===== config.mk =====
export PLATFORM = sky130hd
export DESIGN_NAME = device_to_node_table_update_core
export DESIGN_NICKNAME = d
export VERILOG_FILES = /design/src/hdl/dtnu_pkg.sv /design/src/hdl/dtnu_addr_mem.sv /design/src/hdl/dtnu_node_mem.sv /design/src/hdl/dtnu_ctrl.sv /design/src/hdl/device_to_node_table_update_core.sv
export SDC_FILE = /design/constraint.sdc
export NUM_CORES = 1
export LEC_CHECK = 0
export ABC_CLOCK_PERIOD_IN_PS = 7800
export BUFFER_PORTS_ARGS = -buffer_cell sky130_fd_sc_hd__buf_2
export CAP_MARGIN = 20
export CELL_PAD_IN_SITES_DETAIL_PLACEMENT = 1
export CELL_PAD_IN_SITES_GLOBAL_PLACEMENT = 1
export CORE_ASPECT_RATIO = 0.9
export CORE_MARGIN = 4
export CORE_UTILIZATION = 55
export CTS_CLUSTER_SIZE = 24
export DETAILED_ROUTE_END_ITERATION = 8
export GPL_TIMING_DRIVEN = 1
export HOLD_SLACK_MARGIN = 0.15
export PLACE_DENSITY = 0.78
export SLEW_MARGIN = 10
export SYNTH_ARGS = -nofsm -noshare
export SYNTH_HDL_FRONTEND = slang
export SYNTH_SLANG_ARGS = --single-unit
export TNS_END_PERCENT = 20

===== constraint.sdc =====
create_clock -name clk_i -period 7.8 [get_ports clk_i]
set_clock_uncertainty 0.2 [all_clocks]
set_input_delay 2.34 -clock clk_i [delete_from_list [all_inputs] [get_ports clk_i]]
set_output_delay 2.34 -clock clk_i [all_outputs]
set_load 0.1 [all_outputs]

===== src/hdl/dtnu_pkg.sv =====
// shared types and constants for the device-to-node table update block
package dtnu_pkg;

  parameter int unsigned TableEntries = 16;
  parameter int unsigned AddrWidth    = 32;
  parameter int unsigned NodeWidth    = 64;
  parameter int unsigned SlotWidth    = 4;

  typedef enum logic [1:0] {
    STATUS_UPDATED  = 2'd0,
    STATUS_INSERTED = 2'd1,
    STATUS_FULL     = 2'd2
  } status_e;

  typedef enum logic [1:0] {
    ST_IDLE  = 2'd0,
    ST_SCAN  = 2'd1,
    ST_WRITE = 2'd2
  } state_e;

  typedef struct packed {
    logic [AddrWidth-1:0] dev_address;
    logic [NodeWidth-1:0] node_ident;
  } req_t;

  typedef struct packed {
    status_e              result_status;
    logic [SlotWidth-1:0] slot_index;
  } rsp_t;

endpackage


===== src/hdl/dtnu_addr_mem.sv =====
// device address memory, one write port and one registered read port
module dtnu_addr_mem #(
  parameter int unsigned Depth    = dtnu_pkg::TableEntries,
  parameter int unsigned Width    = dtnu_pkg::AddrWidth,
  parameter int unsigned IdxWidth = (Depth > 1) ? $clog2(Depth) : 1
) (
  input  logic                clk_i,
  input  logic                we_i,
  input  logic [IdxWidth-1:0] waddr_i,
  input  logic [Width-1:0]    wdata_i,
  input  logic                re_i,
  input  logic [IdxWidth-1:0] raddr_i,
  output logic [Width-1:0]    rdata_o
);

  logic [Width-1:0] mem_q [Depth];
  logic [Width-1:0] rdata_q;

  always_ff @(posedge clk_i) begin
    if (we_i) begin
      mem_q[waddr_i] <= wdata_i;
    end
    if (re_i) begin
      rdata_q <= mem_q[raddr_i];
    end
  end

  assign rdata_o = rdata_q;

endmodule


===== src/hdl/dtnu_node_mem.sv =====
// node identifier memory, written on update or insert
module dtnu_node_mem #(
  parameter int unsigned Depth    = dtnu_pkg::TableEntries,
  parameter int unsigned Width    = dtnu_pkg::NodeWidth,
  parameter int unsigned IdxWidth = (Depth > 1) ? $clog2(Depth) : 1
) (
  input  logic                clk_i,
  input  logic                we_i,
  input  logic [IdxWidth-1:0] waddr_i,
  input  logic [Width-1:0]    wdata_i
);

  logic [Width-1:0] mem_q [Depth];

  always_ff @(posedge clk_i) begin
    if (we_i) begin
      mem_q[waddr_i] <= wdata_i;
    end
  end

endmodule


===== src/hdl/dtnu_ctrl.sv =====
// sequencer: scans the address memory, tracks the lowest free slot, writes back
module dtnu_ctrl #(
  parameter int unsigned TableEntries = dtnu_pkg::TableEntries,
  parameter int unsigned IdxWidth     = (TableEntries > 1) ? $clog2(TableEntries) : 1,
  parameter int unsigned CntWidth     = $clog2(TableEntries + 1)
) (
  input  logic                           clk_i,
  input  logic                           rst_ni,
  input  logic                           req_valid_i,
  output logic                           req_ready_o,
  input  dtnu_pkg::req_t                 req_i,
  output logic                           rsp_valid_o,
  input  logic                           rsp_ready_i,
  output dtnu_pkg::rsp_t                 rsp_o,
  output logic                           mem_re_o,
  output logic [IdxWidth-1:0]            mem_raddr_o,
  input  logic [dtnu_pkg::AddrWidth-1:0] mem_rdata_i,
  output logic                           addr_we_o,
  output logic                           node_we_o,
  output logic [IdxWidth-1:0]            wr_idx_o,
  output logic [dtnu_pkg::AddrWidth-1:0] addr_wdata_o,
  output logic [dtnu_pkg::NodeWidth-1:0] node_wdata_o
);

  dtnu_pkg::state_e                 state_q, state_d;
  logic [dtnu_pkg::AddrWidth-1:0]   addr_q, addr_d;
  logic [dtnu_pkg::NodeWidth-1:0]   node_q, node_d;
  logic [CntWidth-1:0]              idx_q, idx_d;
  logic                             chk_vld_q, chk_vld_d;
  logic [IdxWidth-1:0]              chk_idx_q, chk_idx_d;
  logic                             free_vld_q, free_vld_d;
  logic [IdxWidth-1:0]              free_idx_q, free_idx_d;
  logic                             hit_q, hit_d;
  logic [IdxWidth-1:0]              hit_idx_q, hit_idx_d;
  logic [TableEntries-1:0]          valid_q, valid_d;
  logic                             rsp_valid_q, rsp_valid_d;
  dtnu_pkg::rsp_t                   rsp_q, rsp_d;
  logic                             match;
  logic [IdxWidth-1:0]              scan_idx;
  logic [IdxWidth-1:0]              wr_idx;
  logic [IdxWidth+dtnu_pkg::SlotWidth-1:0] slot_ext;

  assign scan_idx = idx_q[IdxWidth-1:0];
  assign match    = chk_vld_q && valid_q[chk_idx_q] && (mem_rdata_i == addr_q);
  assign wr_idx   = hit_q ? hit_idx_q : free_idx_q;
  assign slot_ext = {{dtnu_pkg::SlotWidth{1'b0}}, wr_idx};

  always_comb begin
    state_d     = state_q;
    addr_d      = addr_q;
    node_d      = node_q;
    idx_d       = idx_q;
    chk_vld_d   = chk_vld_q;
    chk_idx_d   = chk_idx_q;
    free_vld_d  = free_vld_q;
    free_idx_d  = free_idx_q;
    hit_d       = hit_q;
    hit_idx_d   = hit_idx_q;
    valid_d     = valid_q;
    rsp_valid_d = rsp_valid_q;
    rsp_d       = rsp_q;
    req_ready_o = 1'b0;
    mem_re_o    = 1'b0;
    addr_we_o   = 1'b0;
    node_we_o   = 1'b0;

    if (rsp_valid_q && rsp_ready_i) begin
      rsp_valid_d = 1'b0;
    end

    case (state_q)
      dtnu_pkg::ST_IDLE: begin
        req_ready_o = 1'b1;
        if (req_valid_i) begin
          addr_d     = req_i.dev_address;
          node_d     = req_i.node_ident;
          idx_d      = '0;
          chk_vld_d  = 1'b0;
          free_vld_d = 1'b0;
          hit_d      = 1'b0;
          state_d    = dtnu_pkg::ST_SCAN;
        end
      end
      dtnu_pkg::ST_SCAN: begin
        if (match) begin
          hit_d     = 1'b1;
          hit_idx_d = chk_idx_q;
          chk_vld_d = 1'b0;
          state_d   = dtnu_pkg::ST_WRITE;
        end else if (idx_q != CntWidth'(TableEntries)) begin
          mem_re_o  = valid_q[scan_idx];
          chk_vld_d = valid_q[scan_idx];
          chk_idx_d = scan_idx;
          idx_d     = idx_q + CntWidth'(1);
          if (!valid_q[scan_idx] && !free_vld_q) begin
            free_vld_d = 1'b1;
            free_idx_d = scan_idx;
          end
        end else begin
          chk_vld_d = 1'b0;
          state_d   = dtnu_pkg::ST_WRITE;
        end
      end
      dtnu_pkg::ST_WRITE: begin
        if (!rsp_valid_q || rsp_ready_i) begin
          rsp_valid_d = 1'b1;
          state_d     = dtnu_pkg::ST_IDLE;
          if (hit_q) begin
            node_we_o           = 1'b1;
            rsp_d.result_status = dtnu_pkg::STATUS_UPDATED;
            rsp_d.slot_index    = slot_ext[dtnu_pkg::SlotWidth-1:0];
          end else if (free_vld_q) begin
            node_we_o           = 1'b1;
            addr_we_o           = 1'b1;
            valid_d[free_idx_q] = 1'b1;
            rsp_d.result_status = dtnu_pkg::STATUS_INSERTED;
            rsp_d.slot_index    = slot_ext[dtnu_pkg::SlotWidth-1:0];
          end else begin
            rsp_d.result_status = dtnu_pkg::STATUS_FULL;
            rsp_d.slot_index    = '0;
          end
        end
      end
      default: begin
        state_d = dtnu_pkg::ST_IDLE;
      end
    endcase
  end

  always_ff @(posedge clk_i or negedge rst_ni) begin
    if (!rst_ni) begin
      state_q     <= dtnu_pkg::ST_IDLE;
      idx_q       <= '0;
      chk_vld_q   <= 1'b0;
      free_vld_q  <= 1'b0;
      hit_q       <= 1'b0;
      valid_q     <= '0;
      rsp_valid_q <= 1'b0;
    end else begin
      state_q     <= state_d;
      idx_q       <= idx_d;
      chk_vld_q   <= chk_vld_d;
      free_vld_q  <= free_vld_d;
      hit_q       <= hit_d;
      valid_q     <= valid_d;
      rsp_valid_q <= rsp_valid_d;
    end
  end

  always_ff @(posedge clk_i) begin
    addr_q     <= addr_d;
    node_q     <= node_d;
    chk_idx_q  <= chk_idx_d;
    free_idx_q <= free_idx_d;
    hit_idx_q  <= hit_idx_d;
    rsp_q      <= rsp_d;
  end

  assign mem_raddr_o  = scan_idx;
  assign wr_idx_o     = wr_idx;
  assign addr_wdata_o = addr_q;
  assign node_wdata_o = node_q;
  assign rsp_valid_o  = rsp_valid_q;
  assign rsp_o        = rsp_q;

endmodule


===== src/hdl/device_to_node_table_update_core.sv =====
// top level of the device-to-node table update block
// Each request looks up its device address among the valid table slots; on a hit the
// slot's node identifier is overwritten, otherwise the pair goes into the lowest free
// slot, and with no free slot a full status comes back with slot index zero. One
// request is handled at a time: the address memory is read one slot per cycle through
// its single registered read port, and the scan ends early on a hit. The response sits
// in an output register and the block returns to idle as it is set, so the next request
// is accepted while it waits; the write step of a further request holds until that
// response is taken. Valid marks are cleared at reset; no clearing pass is needed.
module device_to_node_table_update_core #(
  parameter int unsigned TABLE_ENTRIES = dtnu_pkg::TableEntries
) (
  input  logic           clk_i,
  input  logic           rst_ni,
  input  logic           req_valid_i,
  output logic           req_ready_o,
  input  dtnu_pkg::req_t req_i,
  output logic           rsp_valid_o,
  input  logic           rsp_ready_i,
  output dtnu_pkg::rsp_t rsp_o
);

  localparam int unsigned IdxWidth = (TABLE_ENTRIES > 1) ? $clog2(TABLE_ENTRIES) : 1;
  localparam int unsigned CntWidth = $clog2(TABLE_ENTRIES + 1);

  logic                           mem_re;
  logic [IdxWidth-1:0]            mem_raddr;
  logic [dtnu_pkg::AddrWidth-1:0] mem_rdata;
  logic                           addr_we;
  logic                           node_we;
  logic [IdxWidth-1:0]            wr_idx;
  logic [dtnu_pkg::AddrWidth-1:0] addr_wdata;
  logic [dtnu_pkg::NodeWidth-1:0] node_wdata;

  dtnu_ctrl #(
    .TableEntries(TABLE_ENTRIES),
    .IdxWidth    (IdxWidth),
    .CntWidth    (CntWidth)
  ) u_ctrl (
    .clk_i       (clk_i),
    .rst_ni      (rst_ni),
    .req_valid_i (req_valid_i),
    .req_ready_o (req_ready_o),
    .req_i       (req_i),
    .rsp_valid_o (rsp_valid_o),
    .rsp_ready_i (rsp_ready_i),
    .rsp_o       (rsp_o),
    .mem_re_o    (mem_re),
    .mem_raddr_o (mem_raddr),
    .mem_rdata_i (mem_rdata),
    .addr_we_o   (addr_we),
    .node_we_o   (node_we),
    .wr_idx_o    (wr_idx),
    .addr_wdata_o(addr_wdata),
    .node_wdata_o(node_wdata)
  );

  dtnu_addr_mem #(
    .Depth   (TABLE_ENTRIES),
    .Width   (dtnu_pkg::AddrWidth),
    .IdxWidth(IdxWidth)
  ) u_addr_mem (
    .clk_i  (clk_i),
    .we_i   (addr_we),
    .waddr_i(wr_idx),
    .wdata_i(addr_wdata),
    .re_i   (mem_re),
    .raddr_i(mem_raddr),
    .rdata_o(mem_rdata)
  );

  dtnu_node_mem #(
    .Depth   (TABLE_ENTRIES),
    .Width   (dtnu_pkg::NodeWidth),
    .IdxWidth(IdxWidth)
  ) u_node_mem (
    .clk_i  (clk_i),
    .we_i   (node_we),
    .waddr_i(wr_idx),
    .wdata_i(node_wdata)
  );

endmodule


==> Word level (Yosys, flattened, before mapping) <==
Memories as Yosys holds them, arrays and structs flattened. A register that Yosys moved wholly into a read port is not among the register bits.
Cells that the tools add are included.
Widths: inputs -> output; s select.
{ "totals": {"output_inout_bits": 8, "reg_bits": 77, "wordCells": 94, "n_memories": 1, "input_bits": 100, "mem_bits_rw": 512} }
{ "mem_list": {"columns": ["name", "depth", "width", "read_ports", "rd_clocked_by_memory_dff", "wr", "line", "rtl"], "rows": [
  ["u_addr_mem.mem_q", 16, 32, 1, 1, 1, "dtnu_addr_mem.sv:16", "logic [Width-1:0] mem_q [Depth];"]
]} }
{ "op_classes": {"n_bitwise": 3, "n_mux": 39, "n_eq_ne": 11, "reduce_logical": 22, "addsub": 1, "order_cmp": 4} }
{ "ops": {"columns": ["cell", "count"], "rows": [
  ["$eq 32x32->1", 1],
  ["$mux 1", 21],
  ["$or 16x16->16", 1],
  ["$lt 4x5->1 const B", 3],
  ["$mux 5", 3],
  ["$reduce_and 4->1", 3],
  ["$pmux 5 s2", 1],
  ["$reduce_and 3->1", 3],
  ["$bmux 1 s4", 2],
  ["$mux 2", 4],
  ["$mux 4", 2],
  ["$ne 2x1->1 const B", 4],
  ["$reduce_and 2->1", 4],
  ["$mux 6", 1],
  ["$pmux 1 s2", 3],
  ["$pmux 2 s3", 1],
  ["$add 5x1->5 const B", 1],
  ["$logic_and 1x1->1", 5],
  ["$ne 5x5->1 const B", 1],
  ["$reduce_and 5->1", 1],
  ["$demux 1 s4", 1],
  ["$ge 4x1->1 const B", 1],
  ["$ne 2x2->1 const B", 2],
  ["$logic_not 1->1", 3],
  ["7 further kinds", 8]
]} }

==> Depth between registers and ports, before layout <==
{ "logic_depth": {"word_depth": 8, "ltp_mapped": 10, "ltp_nobuf": 6} }

==> Hierarchy <==
Synthesis repeated with hierarchy kept, for this count alone.
{ "unflattened": {"hier_cells": 1130, "hier_area_um2": 25498.2} }
{ "by_module_without_submodules": {"columns": ["module", "instances", "seq_area_each_um2", "cells_per_inst", "area_each_um2"], "rows": [
  ["dtnu_addr_mem", 1, 16335.7, 838, 20155.6],
  ["dtnu_ctrl", 1, 4098.9, 292, 5342.6]
]} }

==> Worst setup path after synthesis <==
Ideal clock, no wire load.
{ "synth_timing": {"kind": "in2reg", "startpoint": "input port rsp_ready_i", "endpoint": "memory u_addr_mem.mem_q[12][0] (netlist name), enable pin", "stages": 5, "path_buffers": 0, "arrival_time_ps": 4373, "setup_slack_ps": 2805, "required_ps": 7178, "setup_ps": 422, "cell_sequence": "nor2b_1 nor3b_1 nor2b_1 nand2b_1 nor2_1"} }
{ "synth_between": {"elab_chain_cells": 5} }
{ "synth_rtl": {"columns": ["item", "line", "rtl"], "rows": [
  ["from (decl)", "device_to_node_table_update_core.sv:19", "input logic rsp_ready_i,"],
  ["$logic_or 1x1->1", "dtnu_ctrl.sv:105", "if (!rsp_valid_q || rsp_ready_i) begin"],
  ["$mux 1", "dtnu_ctrl.sv:105", null],
  ["$mux 1", "dtnu_ctrl.sv:71", "case (state_q)"],
  ["$mux 1", "dtnu_addr_mem.sv:20", "if (we_i) begin"],
  ["$mux 1 (not written as such)", "dtnu_addr_mem.sv:21", "mem_q[waddr_i] <= wdata_i;"],
  ["to (decl)", "dtnu_addr_mem.sv:16", null]
]} }
Every way passes these cells.

==> Final worst setup path <==
{ "layout_timing": {"startpoint": "input port rsp_ready_i", "endpoint": "memory u_addr_mem.mem_q[11][18] (netlist name), enable pin"} }
Same word-level chain as after synthesis.

==> out/qor.csv <==
stage;metric;value;unit
yosys;top_reg_cell synth;edfxtp_1;
final_layout;Multi-input gate area;4910;sq um
clock_network;worst-case clock buffer depth;3;
yosys;asr flop ratio synth;4.35;%
sta;fin crit period;4.69;ns
placement;buffers added on ports;43;
global_route;total grt overflow;0;
yosys;post-synthesis sequential area ratio;78.8;%
clock_network;# Post-CTS Setup Buffers;0;
yosys;ranking of synthesized cells by area;edfxtp_1 (76%), mux4_2 (16%), dfrtp_1 (2.9%);
detailed_routing;Routed Antenna Nets;0;
setup_path;Cell Chain, Critical Path;buf_2 > nor2b_1 > nor3b_1 > nand3_1 > nor2_4 > buf_4;
yosys;EDFF count, synth;594;
sta;Tcrit/Tclk final;60.1;%
setup_path;CP Class;input port to flop;
global_route;met3 usage;4.14;%
sta;Setup-failing EPs final;0;
global_route;initial antenna violation count;0;
power;Peak VDD IR;272;uV
final_layout;Fill cells;3324;
sta;Max Freq;213;MHz
sta;Hold WS;0.289;ns
sta;Final Hold Fails;0;
sta;slew at the pin with the worst max-slew slack;1.06;ns
power;Flop pwr share;47.2;%
global_route;gr busiest metal;met2;
detailed_routing;DRC Markers;0;
status;run status;completed;
clock_network;CTS Root Cell;clkbuf_16;
clock_network;CTS tree;done;
detailed_routing;routed vias/inst;6.37;
yosys;Synth Cell Area;23500;sq um
yosys;area leader, netlist;edfxtp_1;
global_route;Total GRT Usage;23.1;%
sta;unrepaired setup endpoints after global routing;no;
final_layout;nets;1180;
global_route;number of global-route vias before repair;11300;
sta;Max-slew headroom;29.1;%
floorplanning;# rows;71;
floorplanning;die width;226;um
floorplanning;Die ar.;46100;sq um
setup_path;slowest CP cell;nor2_4;
placement;Place WS;2.54;ns
final_layout;Antenna Cells;0;
global_route;largest net degree at the start of global routing;105;
power;Logic pwr share;20.6;%
power;clock power share;32.2;%
setup_path;Worst Setup End Kind;flop;
setup_path;crit path max fanout;18;
power;leakage;0.00845;uW
detailed_routing;1st-iter DRT viols;1215;
clock_network;CTS Buf Count;59;
power;Sw Ratio;26.1;%
setup_path;worst path required time;7.86;ns
setup_path;Startpoint Class;input port;
clock_network;CTS H-tree depth;2;
sta;fin worst setup slack;3.11;ns
yosys;share of the synthesized area in the top cell type;75.9;%
global_route;met2 Use GR;37.5;%
final_layout;Reg area;18500;sq um
global_route;met1 Use GR;34.1;%
detailed_routing;First-pass DRT Iterations;5;
yosys;syn avg cell area;23.7;sq um
power;NetSw;2360;uW
floorplanning;Die Y;204;um
yosys;Mapped Cells;992;
clock_network;Post-CTS Resized;0;
sta;setup_tns;0;ns
placement;DP HPWL;26700;um
yosys;Cell variety after synth;40;
power;internal power;6680;uW
min_path;hold crit path type;flop to flop;
detailed_routing;Via Count;10700;
yosys;Syn Nets;1094;
power;pwr dens;340;nW/um^2
floorplanning;Initial Util;55.9;%
clock_network;# hold bufs at CTS;0;
setup_path;Worst EP arrival;4.74;ns
clock_network;Clock Latency Late Sink;0.62;ns
floorplanning;IO Count;108;
final_layout;P&R area growth vs syn;13.0;%
global_route;global-route wire length before repair;77000;um
yosys;Seq cells post-synth;621;
detailed_routing;post-DR wirelength/cell;30.6;um
placement;GPL Wtd Cong;0.728;
clock_network;clock slew at reported path FFs;0.06;ns
clock_network;Num Clock Sinks;621;
yosys;yosys warns;0;
setup_path;Crit path largest cell delay;0.83;ns
final_layout;layout cells sized above 1;31.4;%
detailed_routing;drt total wl;51400;um
sta;Final Max Slew Viols;0;
floorplanning;core area;42000;sq um
job;Max Cap Violations;0;
power by group through the flow:
stage / Sequential [uW] / Combinational [uW] / Clock (uW)
2_1_floorplan: 4180 / 1490 / 0
3_3_place_gp: 4320 / 1820 / 0
3_5_place_dp: 4340 / 1880 / 0
4_1_cts: 4280 / 1890 / 2960
5_1_grt: 4310 / 2000 / 3120
6_report: 4260 / 1870 / 2910
cell families (layout without fill, tap and decap cells):
| logic type | Yosys count | in the layout | share of synthesized area, % |
|---|---|---|---|
| compound gates | 20 | 20 | 0.586 |
| xor+xnor | 33 | 33 | 1.23 |
| fa+ha+maj | 2 | 2 | 0.106 |
| buf+inv | 50 | 187 | 0.862 |
| flops | 621 | 621 | 78.8 |
| mux | 175 | 175 | 16.5 |
| simple gates | 91 | 91 | 1.96 |
critical path, delay by kind of cell:
kind	cells	cell delay (ns)
AND/OR/NAND/NOR	4	1.80
buffers and inverters	2	0.58
cells in the final DEF (no fill, tap or decap), types with 2 or more instances in the layout:
master	Yosys	routed
o21ai_0	5	5
dfrtp_4	0	2
xnor2_1	28	28
bufinv_16	0	9
clkinvlp_4	0	2
nor3b_1	2	2
xor2_1	5	5
mux4_2	164	164
or2_2	11	11
o21bai_1	4	4
clkbuf_16	0	60
buf_4	0	21
mux4_1	4	4
nand2b_1	5	5
clkinv_1	0	8
mux2i_1	6	6
nand2_1	21	21
a31oi_1	3	3
nor3_1	6	6
clkbuf_1	27	19
dfrtp_2	0	2
nor2b_1	3	3
nor2_1	24	7
ha_1	2	2
buf_2	6	43
buf_12	0	2
nand3_1	6	6
dfrtp_1	27	23
nand4_1	6	6
nor4_1	2	2
clkinv_2	0	11
edfxtp_1	594	594
nor2_4	0	17
inv_1	8	7
metal layers:
| layer | wire length, um | vias to the layer above |
|---|---|---|
| met5 | 0 | - |
| met4 | 896 | 0 |
| met3 | 3500 | 75 |
| met2 | 26000 | 440 |
| met1 | 21000 | 5807 |
| li1 | - | 4350 |
Yosys cell counts, drive strengths merged, types with 2 or more instances:
library cell and count:
dfrtp 27, xor2 5, mux2i 6, nand2 21
nor4 2, edfxtp 594, nor2b 3, nand2b 5
nand3 6, o31ai 2, buf 15, mux4 168
nor3 6, nor3b 2, a31oi 3, clkbuf 27
nor2 24, inv 8, nand4 6, o21bai 4
or2 11, xnor2 28, o21ai 5, ha 2
metrics by stage:
step                instance area [sq um]  std cells  power, uW  utilization [%]
floorplan                           23500        992       5660                -
finish                              26600       1676       9040             63.2
detailed placement                  24500       1562       6220             58.4
global route                        26600       1676       9430             63.2
CTS                                 26500       1674       9130             63.1
global placement                    24500       1562       6140             58.4
worst paths after layout:
| path | from | cells after the start | slack (ns) | end |
|---|---|---|---|---|
| hold / removal | u_ctrl.chk_idx_q[2]$_DFFE_PP_ | 0 | 0.29 | u_ctrl.hit_idx_q[2]$_DFFE_PP_ |
| hold reg to reg | u_ctrl.chk_idx_q[2]$_DFFE_PP_ | 0 | 0.29 | u_ctrl.hit_idx_q[2]$_DFFE_PP_ |
| setup / recovery | rsp_ready_i | 6 | 3.11 | u_addr_mem.mem_q[11][18]$_DFFE_PP_ |
| max in group asynchronous | rst_ni | 1 | 5.36 | u_ctrl.idx_q[1]$_DFFE_PN0P_ |
| min in group asynchronous | rst_ni | 1 | 1.55 | u_ctrl.valid_q[0]$_DFFE_PN0P_ |
| setup reg to reg | u_ctrl.idx_q[1]$_DFFE_PN0P_ | 7 | 4.10 | u_addr_mem.rdata_o[7]$_DFFE_PP_ |
layout make-up:
| type | instances | area share, % |
|---|---|---|
| clock buffers | 80 | 5.98 |
| clock inverters | 32 | 1.49 |
| inverters | 8 | 0.113 |
| multi-input cells | 321 | 18.5 |
| flip-flops and latches | 621 | 69.8 |
| well taps | 547 | 2.58 |
| repair buffers | 67 | 1.57 |
state kept, by name, summed over array words and instances (netlist names):
| register | count |
|---|---|
| u_ctrl.chk_vld_q | 1 |
| u_ctrl.idx_q | 5 |
| u_addr_mem.rdata_o | 32 |
| u_ctrl.rsp_o | 6 |
| u_ctrl.free_idx_q | 4 |
| u_addr_mem.mem_q | 512 |
| u_ctrl.addr_wdata_o | 32 |
| u_ctrl.chk_idx_q | 4 |
| u_ctrl.free_vld_q | 1 |
| u_ctrl.rsp_valid_o | 1 |
| u_ctrl.hit_idx_q | 4 |
| u_ctrl.valid_q | 16 |
| u_ctrl.hit_q | 1 |
| u_ctrl.state_q | 2 |
(Power assumes the default switching activity.)
